`src/design/sise_pkg.sv`:
```
// Shared constants, codes and types of the sorted item set engine.
`default_nettype none
package sise_pkg;

    localparam int SET_DEPTH = 32;
    localparam int IDX_W     = $clog2(SET_DEPTH);
    localparam int CNT_W     = $clog2(SET_DEPTH + 1);
    localparam int VAL_W     = 16;
    localparam int POS_W     = 16;

    localparam logic [2:0] ACT_INSERT = 3'd0;
    localparam logic [2:0] ACT_REMOVE = 3'd1;
    localparam logic [2:0] ACT_LOOKUP = 3'd2;
    localparam logic [2:0] ACT_CLEAR  = 3'd3;
    localparam logic [2:0] ACT_ELEM   = 3'd4;

    localparam logic [2:0] OP_INTERSECTS = 3'd0;
    localparam logic [2:0] OP_SUBSET     = 3'd1;
    localparam logic [2:0] OP_EQUALS     = 3'd2;
    localparam logic [2:0] OP_LEXCMP     = 3'd3;
    localparam logic [2:0] OP_INTERSECT  = 3'd4;
    localparam logic [2:0] OP_UNITE      = 3'd5;
    localparam logic [2:0] OP_SUBTRACT   = 3'd6;

    localparam logic [1:0] DEC_NONE    = 2'd0;
    localparam logic [1:0] DEC_GREATER = 2'd1;
    localparam logic [1:0] DEC_LESS    = 2'd2;

    localparam logic [1:0] ORD_EQUAL   = 2'b00;
    localparam logic [1:0] ORD_GREATER = 2'b01;
    localparam logic [1:0] ORD_LESS    = 2'b11;

    localparam logic [2:0] CMD_HOLD    = 3'd0;
    localparam logic [2:0] CMD_INSERT  = 3'd1;
    localparam logic [2:0] CMD_REMOVE  = 3'd2;
    localparam logic [2:0] CMD_MARK    = 3'd3;
    localparam logic [2:0] CMD_COMPACT = 3'd4;

    localparam logic [0:0] REG_PAIR_OP = 1'b0;

    typedef struct packed {
        logic [2:0]       cmd;
        logic             clr;
        logic [VAL_W-1:0] value;
        logic [CNT_W-1:0] count;
        logic [POS_W-1:0] pos;
    } cell_ctrl_t;

endpackage
`default_nettype wire

```
`src/design/sorted_item_set_engine_top.sv`:
```
// Top level of the sorted item set engine: cell row, control and ports.
`default_nettype none
// Usage:
//   Input words arrive on s_tvalid/s_tready/s_tdata/s_tlast. s_tdata holds
//   action [2:0] and value [18:3]; s_tlast marks the final element of set B.
//   Every accepted word yields exactly one result word on
//   m_tvalid/m_tready/m_tdata (answer, order, set_size, refused).
//   All cells in the row compare against the value at once and shift,
//   insert or mark in the same edge that accepts the word, and the result
//   is registered by that edge too.
//   The last B element of an in-place intersection starts a compaction pass
//   that drops one unmarked entry per cycle; its result word is registered
//   once no unmatched entry is left.
//   One word is in flight at a time; s_tready is high when no compaction
//   runs and the output register is empty or being emptied.
//   A stalled receiver holds the result in the output register and blocks
//   further input until it is taken.
//   Reset empties the set, clears all marks and stream state and selects
//   the intersects test; no clearing pass is needed.
//   The APB port holds pair_operation at address 0.
module sorted_item_set_engine_top (
    input  wire logic        clk,
    input  wire logic        rst_n,
    input  wire logic        psel,
    input  wire logic        penable,
    input  wire logic        pwrite,
    input  wire logic [2:0]  paddr,
    input  wire logic [31:0] pwdata,
    output logic [31:0]      prdata,
    output logic             pready,
    input  wire logic        s_tvalid,
    output logic             s_tready,
    input  wire logic [23:0] s_tdata,   // action [2:0], value [18:3], zero fill
    input  wire logic        s_tlast,
    output logic             m_tvalid,
    input  wire logic        m_tready,
    output logic [15:0]      m_tdata    // answer [0], order [2:1], set_size [8:3],
                                        // refused [9], zero fill
);
    localparam int D  = sise_pkg::SET_DEPTH;
    localparam int CW = sise_pkg::CNT_W;
    localparam int PW = sise_pkg::POS_W;

    localparam logic ST_IDLE    = 1'b0;
    localparam logic ST_COMPACT = 1'b1;

    logic [2:0]    op_reg;
    logic          state_reg, state_next;
    logic [CW-1:0] count_reg, count_next;
    logic [CW-1:0] total_reg, total_next;
    logic [PW-1:0] pos_reg, pos_next;
    logic [1:0]    dec_reg, dec_next;
    logic          ovalid_reg, ovalid_next;
    logic [9:0]    odata_reg, odata_next;

    logic [2:0]                action;
    logic [sise_pkg::VAL_W-1:0] value;
    logic                      s_fire;
    sise_pkg::cell_ctrl_t      ctrl;

    logic [sise_pkg::VAL_W-1:0] item_w [D];
    logic [D-1:0] mark_w, lt_w, eq_w, hole_w, plt_w, pgt_w;

    logic hit, hit_mark, any_hole;
    logic answer, refused;
    logic [1:0] order;
    logic [PW:0] n_elem;

    assign action = s_tdata[2:0];
    assign value  = s_tdata[18:3];
    assign s_tready = (state_reg == ST_IDLE) && (!ovalid_reg || m_tready);
    assign s_fire   = s_tvalid && s_tready;

    // Configuration: single register, written on the APB access phase.
    assign pready = 1'b1;
    assign prdata = (paddr[2] == sise_pkg::REG_PAIR_OP) ? {29'd0, op_reg} : 32'd0;

    always_ff @(posedge clk or negedge rst_n)
    begin
        if (!rst_n)
            op_reg <= sise_pkg::OP_INTERSECTS;
        else if (psel && penable && pwrite && pready && paddr[2] == sise_pkg::REG_PAIR_OP)
            op_reg <= pwdata[2:0];
    end

    // Row of cells; each hands item and mark to its neighbours.
    genvar gi;
    generate
        for (gi = 0; gi < D; gi++)
        begin : g_cell
            logic                       p_lt, p_mark, p_hole, n_mark;
            logic [sise_pkg::VAL_W-1:0] p_item, n_item;
            if (gi == 0)
            begin : g_first
                assign p_lt   = 1'b1;
                assign p_item = '0;
                assign p_mark = 1'b0;
                assign p_hole = 1'b0;
            end
            else
            begin : g_mid
                assign p_lt   = lt_w[gi-1];
                assign p_item = item_w[gi-1];
                assign p_mark = mark_w[gi-1];
                assign p_hole = hole_w[gi-1];
            end
            if (gi == D - 1)
            begin : g_top
                assign n_item = '0;
                assign n_mark = 1'b0;
            end
            else
            begin : g_low
                assign n_item = item_w[gi+1];
                assign n_mark = mark_w[gi+1];
            end
            sise_cell u_cell (
                .clk       (clk),
                .rst_n     (rst_n),
                .idx       (sise_pkg::IDX_W'(gi)),
                .ctrl      (ctrl),
                .prev_lt   (p_lt),
                .prev_item (p_item),
                .prev_mark (p_mark),
                .prev_hole (p_hole),
                .next_item (n_item),
                .next_mark (n_mark),
                .item      (item_w[gi]),
                .mark      (mark_w[gi]),
                .lt        (lt_w[gi]),
                .eq        (eq_w[gi]),
                .hole      (hole_w[gi]),
                .at_pos_lt (plt_w[gi]),
                .at_pos_gt (pgt_w[gi])
            );
        end
    endgenerate

    assign hit      = |eq_w;
    assign hit_mark = |(eq_w & mark_w);
    assign any_hole = hole_w[D-1];

    always_comb
    begin
        state_next  = state_reg;
        count_next  = count_reg;
        total_next  = total_reg;
        pos_next    = pos_reg;
        dec_next    = dec_reg;
        ovalid_next = ovalid_reg && !m_tready;
        odata_next  = odata_reg;
        answer      = 1'b0;
        order       = sise_pkg::ORD_EQUAL;
        refused     = 1'b0;
        n_elem      = {1'b0, pos_reg} + 1'b1;
        ctrl.cmd    = sise_pkg::CMD_HOLD;
        ctrl.clr    = 1'b0;
        ctrl.value  = value;
        ctrl.count  = count_reg;
        ctrl.pos    = pos_reg;

        if (state_reg == ST_COMPACT)
        begin
            if (any_hole)
            begin
                // drop the lowest unmatched entry
                ctrl.cmd   = sise_pkg::CMD_COMPACT;
                count_next = count_reg - 1'b1;
            end
            else
            begin
                ctrl.clr    = 1'b1;
                total_next  = '0;
                pos_next    = '0;
                dec_next    = sise_pkg::DEC_NONE;
                state_next  = ST_IDLE;
                ovalid_next = 1'b1;
                odata_next  = {1'b0, count_reg, sise_pkg::ORD_EQUAL, 1'b0};
            end
        end
        else if (s_fire)
        begin
            case (action)
                sise_pkg::ACT_INSERT:
                begin
                    if (!hit)
                    begin
                        if (count_reg >= CW'(D))
                            refused = 1'b1;
                        else
                        begin
                            ctrl.cmd   = sise_pkg::CMD_INSERT;
                            count_next = count_reg + 1'b1;
                        end
                    end
                    ctrl.clr = 1'b1;
                    total_next = '0;
                    pos_next   = '0;
                    dec_next   = sise_pkg::DEC_NONE;
                end
                sise_pkg::ACT_REMOVE:
                begin
                    if (hit)
                    begin
                        ctrl.cmd   = sise_pkg::CMD_REMOVE;
                        count_next = count_reg - 1'b1;
                    end
                    ctrl.clr = 1'b1;
                    total_next = '0;
                    pos_next   = '0;
                    dec_next   = sise_pkg::DEC_NONE;
                end
                sise_pkg::ACT_LOOKUP:
                begin
                    answer = hit;
                end
                sise_pkg::ACT_CLEAR:
                begin
                    count_next = '0;
                    ctrl.clr   = 1'b1;
                    total_next = '0;
                    pos_next   = '0;
                    dec_next   = sise_pkg::DEC_NONE;
                end
                sise_pkg::ACT_ELEM:
                begin
                    // lexicographic decision against the entry at the stream position
                    if (dec_reg == sise_pkg::DEC_NONE)
                    begin
                        if (!({{(PW-CW){1'b0}}, count_reg} > pos_reg))
                            dec_next = sise_pkg::DEC_LESS;
                        else if (|plt_w)
                            dec_next = sise_pkg::DEC_LESS;
                        else if (|pgt_w)
                            dec_next = sise_pkg::DEC_GREATER;
                    end
                    if (op_reg == sise_pkg::OP_SUBTRACT)
                    begin
                        if (hit)
                        begin
                            ctrl.cmd   = sise_pkg::CMD_REMOVE;
                            count_next = count_reg - 1'b1;
                            if (hit_mark && total_reg != '0)
                                total_next = total_reg - 1'b1;
                        end
                    end
                    else if (hit)
                    begin
                        if (!hit_mark)
                        begin
                            ctrl.cmd   = sise_pkg::CMD_MARK;
                            total_next = total_reg + 1'b1;
                        end
                    end
                    else if (op_reg == sise_pkg::OP_UNITE)
                    begin
                        if (count_reg >= CW'(D))
                            refused = 1'b1;
                        else
                        begin
                            ctrl.cmd   = sise_pkg::CMD_INSERT;
                            count_next = count_reg + 1'b1;
                        end
                    end
                    if (pos_reg != {PW{1'b1}})
                        pos_next = pos_reg + 1'b1;
                    if (s_tlast)
                    begin
                        case (op_reg)
                            sise_pkg::OP_INTERSECTS:
                                answer = total_next != '0;
                            sise_pkg::OP_SUBSET:
                                answer = {{(PW+1-CW){1'b0}}, total_next} == n_elem;
                            sise_pkg::OP_EQUALS:
                                answer = ({{(PW+1-CW){1'b0}}, count_next} == n_elem)
                                         && (total_next == count_next);
                            sise_pkg::OP_LEXCMP:
                            begin
                                if (dec_next == sise_pkg::DEC_GREATER)
                                    order = sise_pkg::ORD_GREATER;
                                else if (dec_next == sise_pkg::DEC_LESS)
                                    order = sise_pkg::ORD_LESS;
                                else if ({{(PW+1-CW){1'b0}}, count_next} > n_elem)
                                    order = sise_pkg::ORD_GREATER;
                            end
                            default:
                                answer = 1'b0;
                        endcase
                        if (op_reg == sise_pkg::OP_INTERSECT)
                        begin
                            // keep marks; compaction follows, result held until done
                            state_next = ST_COMPACT;
                        end
                        else
                        begin
                            ctrl.clr   = 1'b1;
                            total_next = '0;
                            pos_next   = '0;
                            dec_next   = sise_pkg::DEC_NONE;
                        end
                    end
                end
                default:
                begin
                    answer = 1'b0;
                end
            endcase
            if (state_next == ST_IDLE)
            begin
                ovalid_next = 1'b1;
                odata_next  = {refused, count_next, order, answer};
            end
        end
    end

    always_ff @(posedge clk or negedge rst_n)
    begin
        if (!rst_n)
        begin
            state_reg  <= ST_IDLE;
            count_reg  <= '0;
            total_reg  <= '0;
            pos_reg    <= '0;
            dec_reg    <= sise_pkg::DEC_NONE;
            ovalid_reg <= 1'b0;
        end
        else
        begin
            state_reg  <= state_next;
            count_reg  <= count_next;
            total_reg  <= total_next;
            pos_reg    <= pos_next;
            dec_reg    <= dec_next;
            ovalid_reg <= ovalid_next;
        end
    end

    always_ff @(posedge clk)
    begin
        odata_reg <= odata_next;
    end

    assign m_tvalid = ovalid_reg;
    assign m_tdata  = {6'd0, odata_reg};

    // Set never grows past its depth.
    a_count_bound: assert property (@(posedge clk) disable iff (!rst_n)
        count_reg <= CW'(D))
        else $error("set count beyond depth");

    // Matched total never exceeds the number of entries.
    a_total_bound: assert property (@(posedge clk) disable iff (!rst_n)
        total_reg <= count_reg)
        else $error("match total beyond set count");

    // No word is taken while compaction runs.
    a_compact_block: assert property (@(posedge clk) disable iff (!rst_n)
        (state_reg == ST_COMPACT) |-> !s_tready)
        else $error("input taken during compaction");

    // An accepted clear empties the set.
    a_clear: assert property (@(posedge clk) disable iff (!rst_n)
        (s_fire && action == sise_pkg::ACT_CLEAR) |=> (count_reg == '0))
        else $error("clear did not empty the set");
endmodule
`default_nettype wire

```
`src/design/sise_cell.sv`:
```
// One storage cell of the set: item, match mark and local compares.
`default_nettype none
module sise_cell (
    input  wire logic                           clk,
    input  wire logic                           rst_n,
    input  wire logic [sise_pkg::IDX_W-1:0]     idx,
    input  wire sise_pkg::cell_ctrl_t           ctrl,
    input  wire logic                           prev_lt,
    input  wire logic [sise_pkg::VAL_W-1:0]     prev_item,
    input  wire logic                           prev_mark,
    input  wire logic                           prev_hole,
    input  wire logic [sise_pkg::VAL_W-1:0]     next_item,
    input  wire logic                           next_mark,
    output logic [sise_pkg::VAL_W-1:0]          item,
    output logic                                mark,
    output logic                                lt,
    output logic                                eq,
    output logic                                hole,
    output logic                                at_pos_lt,
    output logic                                at_pos_gt
);
    logic [sise_pkg::VAL_W-1:0] item_reg, item_next;
    logic                       mark_reg, mark_next;
    logic                       occ, at_pos;

    assign occ    = {1'b0, idx} < ctrl.count;
    assign at_pos = {{(sise_pkg::POS_W-sise_pkg::IDX_W){1'b0}}, idx} == ctrl.pos;
    assign lt     = occ && (item_reg < ctrl.value);
    assign eq     = occ && (item_reg == ctrl.value);
    assign hole   = prev_hole || (occ && !mark_reg);
    assign at_pos_lt = at_pos && (item_reg < ctrl.value);
    assign at_pos_gt = at_pos && (item_reg > ctrl.value);
    assign item = item_reg;
    assign mark = mark_reg;

    always_comb
    begin
        item_next = item_reg;
        mark_next = mark_reg;
        case (ctrl.cmd)
            sise_pkg::CMD_INSERT:
            begin
                if (!lt)
                begin
                    if (prev_lt)
                    begin
                        item_next = ctrl.value;
                        mark_next = 1'b0;
                    end
                    else
                    begin
                        item_next = prev_item;
                        mark_next = prev_mark;
                    end
                end
            end
            sise_pkg::CMD_REMOVE:
            begin
                if (!lt)
                begin
                    item_next = next_item;
                    mark_next = next_mark;
                end
            end
            sise_pkg::CMD_MARK:
            begin
                if (eq)
                    mark_next = 1'b1;
            end
            sise_pkg::CMD_COMPACT:
            begin
                if (hole)
                begin
                    item_next = next_item;
                    mark_next = next_mark;
                end
            end
            default:
            begin
                item_next = item_reg;
            end
        endcase
        if (ctrl.clr)
            mark_next = 1'b0;
    end

    always_ff @(posedge clk)
    begin
        item_reg <= item_next;
    end

    always_ff @(posedge clk or negedge rst_n)
    begin
        if (!rst_n)
            mark_reg <= 1'b0;
        else
            mark_reg <= mark_next;
    end
endmodule
`default_nettype wire

```
`config.mk`:
```
export PLATFORM = sky130hd
export DESIGN_NAME = sorted_item_set_engine_top
export DESIGN_NICKNAME = d
export VERILOG_FILES = /design/src/design/sise_pkg.sv /design/src/design/sorted_item_set_engine_top.sv /design/src/design/sise_cell.sv
export SDC_FILE = /design/constraint.sdc
export NUM_CORES = 2
export LEC_CHECK = 0
export CAP_MARGIN = 10
export CELL_PAD_IN_SITES_DETAIL_PLACEMENT = 0
export CELL_PAD_IN_SITES_GLOBAL_PLACEMENT = 1
export CORE_ASPECT_RATIO = 0.8
export CORE_MARGIN = 2
export CORE_UTILIZATION = 55
export CTS_CLUSTER_SIZE = 24
export DETAILED_ROUTE_END_ITERATION = 12
export DONT_BUFFER_PORTS = 1
export GPL_TIMING_DRIVEN = 0
export PLACE_DENSITY = 0.95
export SYNTH_ARGS = -nofsm -noshare
export SYNTH_HDL_FRONTEND = slang
export SYNTH_SLANG_ARGS = --single-unit
```
`constraint.sdc`:
```
create_clock -name clk -period 12.5 [get_ports clk]
set_input_delay 3.125 -clock clk [delete_from_list [all_inputs] [get_ports clk]]
set_output_delay 3.125 -clock clk [all_outputs]
set_load 0.01 [all_outputs]
```
==> out/qor.csv <==
stage;metric;value;unit
routing;number of remaining DRC errors;0;
setup_path;crit-path cells;inv_1, clkbuf_4, ha_1, nand4_1, nor4_1, a32oi_1, and4_1, and2_0, clkbuf_1, a21oi_1, o21ai_1, nand3_1, mux2i_4, clkbuf_1, nor2_1, nor3_2, buf_6;
sta;worst rel slew slack;-0.1044;
sta;setup repair after global routing missed its margin;no;
sta;final period utilization;0.8077;
sta;max frequency;99.04;MHz
power;Leak Pwr;19.94;nW
yosys;number of synthesized register bits;589;
routing;routed len/inst;28.77;um
yosys;Commonest cells post-synth;nand2_1, o21ai_0, nor2_1;
placed_design;Placement Cell Area;0.04842;sq mm
sta;setup skew after layout;0.03666;ns
placed_design;post-placement worst setup slack;1.929;ns
placed_design;count of port buffers added during placement;0;
setup_path;element type at the critical path end;register;
status;failing checks;slew limit;
setup_path;Slowest Stage Delay on Critical Path;1.08;ns
sta;post-route worst setup slack;2.403;ns
cells_and_area;fraction of final layout cells with drive strength greater than 1;0.06306;
setup_path;type of the worst setup path;primary input to register;
setup_path;critical path fanouts, max;41;
clock_tree;total clock sinks;589;
clock_tree;cells resized by post-CTS repair;0;
routing;detailed-routing iteration count for the pre-antenna-repair pass;8;
die;standard-cell row count;95;
yosys;Avg Inst Size Synth;8.750;sq um
routing;DRT antenna net count;0;
grt;wire length of the first global-routing pass;277.0;mm
sta;final-report hold violation count;0;
sta;Worst Max-Slew Pin Slew;1.657;ns
clock_tree;# Post-CTS Setup Buffers;0;
yosys;number of enable-type register cells in the synthesized netlist;522;
yosys;primary flip-flop cell chosen by synthesis mapping;edfxtp_1;
setup_path;CP Launch Type;primary input;
clock_tree;clk root buf;clkbuf_16;
routing;routed vias/inst;6.940;
die;initial standard-cell utilization of the core;0.5535;
yosys;number of warnings issued by yosys;0;
sta;max-slew violation total from the final report;3;
grt;via count of the first global-routing pass;42780;
cells_and_area;number of nets in the layout;6043;
setup_path;Worst path most repeated cell;clkbuf_1;
clock_tree;hold_buf cts;0;
routing;wirelength, routed;190.0;mm
die;DIE HEIGHT;263.5;um
cells_and_area;flip-flop count of the largest register, all copies and words added;512;
yosys;ys async rst share;0.1138;
power;power density over the cells;204.8;mW/mm^2
yosys;Synth area leaders;edfxtp_1, ha_1, o21ai_0;
die;chip width;328.4;um
routing;number of vias after detailed routing;45830;
yosys;area of the mapped netlist;0.04631;sq mm
setup_path;required time of the worst setup path;12.85;ns
routing;starting DRC count in detailed routing;7125;
setup_path;arrival time worst endpoint;10.44;ns
clock_tree;CTS max path bufs;3;
yosys;cell count after synthesis;5293;
yosys;top-area cell type share of the netlist area;0.3385;
die;Core Box Area;0.08368;sq mm
yosys;sequential cell area fraction in the yosys report;0.3747;
clock_tree;number of buffers inserted during clock tree synthesis;68;
job;max_cap viols;0;
clock_tree;Skew-Pair Late Insertion Delay;0.66;ns
sta;final-layout setup total negative slack;0;ns
sta;Fin Hold WS;0.5448;ns
setup_path;buffering stage count on the worst path with inverters included;5;
sta;Final setup viols;0;
grt;total global-route track usage;0.4275;
clock_tree;clock tree from TritonCTS;built;
placed_design;Final Wtd Congestion;1.127;
setup_path;cell at the slowest stage of the critical path;nor4_1;
clock_tree;depth of the CTS H-tree;3;
yosys;cell accounting for the most synthesized area;edfxtp_1;
die;die area;0.08656;sq mm
sta;post-route minimum period;10.10;ns
placed_design;half-perimeter wire length of the detailed placement result;143.8;mm
cells_and_area;Synth-to-Final Area Change;9.072;%
yosys;cell with the most instances after synthesis;nand2_1;
setup_path;CP top delay family;simple AND/OR/NAND/NOR gates;
cells_and_area;post-route design area;0.05051;sq mm
status;result of the run;finished with violations;
die;boundary pin count;118;
power;Peak VDD IR;0.1198;mV
grt;number of antenna violations at the first check in global routing;6;
clock_tree;clock slew at the register clock pins of the worst setup and hold paths;0.06;ns
grt;largest net degree at the start of global routing;68;
grt;total congestion overflow;0;
yosys;number of distinct library cells after synthesis;92;
min_path;worst min-delay path category;register to register;
[layout make-up]
class	instances	area, sq um
inverter	108	405.4
fill	7508	33170
multi-input combinational	4272	27290
clock inverter	28	224.0
timing repair buffer	43	385.4
buffer	358	1644
antenna	2	5.005
clock buffer	89	1812
tap	1115	1395
sequential	589	17350
[worst reg2reg max path, cell delays in order (launching register included)]
cell and delay, ns:
dfrtp_1 0.52, clkbuf_1 0.29, inv_1 0.30, ha_1 0.71, nand2b_1 0.27, a31oi_1 0.46
nand2b_1 0.33, nand4_1 0.21, nor4_4 0.86, and2_1 0.23, buf_2 0.26, nand3_1 0.14
a211o_4 0.47, nor2b_2 0.40, mux2_2 0.46, nor2_1 0.17, clkbuf_1 0.58, a211oi_4 1.06
[cells by family (layout without fill, tap and decap cells)]
kind of cell	Yosys count	count (layout)	share of synthesized area
flops	589	589	0.3747
xor+xnor	32	32	0.006052
simple gates	1851	1851	0.1809
buf+inv	466	626	0.04309
compound gates	1631	1631	0.2093
other cells	2	38	0.0001622
fa+ha+maj	536	536	0.1448
mux	186	186	0.04101
[cell usage in the layout (no fill, tap or decap), drive strengths merged, types with 20 or more instances in the layout]
cell type	n
and2	31
a221oi	20
a21oi	486
nor3	67
nor2b	84
nand2b	50
nand3	79
a211oi	40
buf	167
inv	108
dfrtp	67
nor4	46
nand4	174
a21o	120
o211ai	33
conb	36
nor2	569
a31oi	60
edfxtp	522
ha	536
clkinv	22
mux2	20
xnor2	20
o21a	107
o21ai	600
nand2	691
clkbuf	322
mux2i	166
[power by group]
group	switching, W	leakage (nW)	total, W	internal (W)
Clock	0.000885	0.984	0.00195	0.00107
Combinational	0.00328	13.2	0.00489	0.00162
Sequential	0.000556	5.75	0.00350	0.00294
Total	0.00472	19.9	0.0103	0.00563
[per-stage QoR]
step                power (W)  std cells  utilization
floorplan            0.006454       5327            -
global placement     0.007936       6442       0.5717
detailed placement   0.008132       6479       0.5786
CTS                   0.01005       6596       0.6029
global route          0.01079       6602       0.6036
finish                0.01035       6604       0.6037
[worst paths after layout]
kind	from	endpoint	depth (start not counted)	slack [ns]
setup / recovery	s_tdata[18]	g_cell[12].u_cell.item[8]$_DFFE_PP_	17	2.40
hold / removal	total_reg[5]$_DFFE_PN0P_	total_reg[5]$_DFFE_PN0P_	1	0.54
setup reg to reg	count_reg[0]$_DFFE_PN0P_	g_cell[1].u_cell.item[13]$_DFFE_PP_	17	4.39
hold reg to reg	total_reg[5]$_DFFE_PN0P_	total_reg[5]$_DFFE_PN0P_	1	0.54
max in group asynchronous	rst_n	g_cell[1].u_cell.mark$_DFFE_PN0P_	0	10.13
min in group asynchronous	rst_n	m_tvalid$_DFF_PN0_	0	2.18
[routing by layer]
layer	track usage	up-vias	wire length, um
met2	0.6085	3487	77730
met3	0.1252	636	27650
met4	0.1933	4	9692
li1	-	19870	-
met5	0	-	26
met1	0.5978	21840	74890
Note: power is estimated with default switching activity, not from simulation.
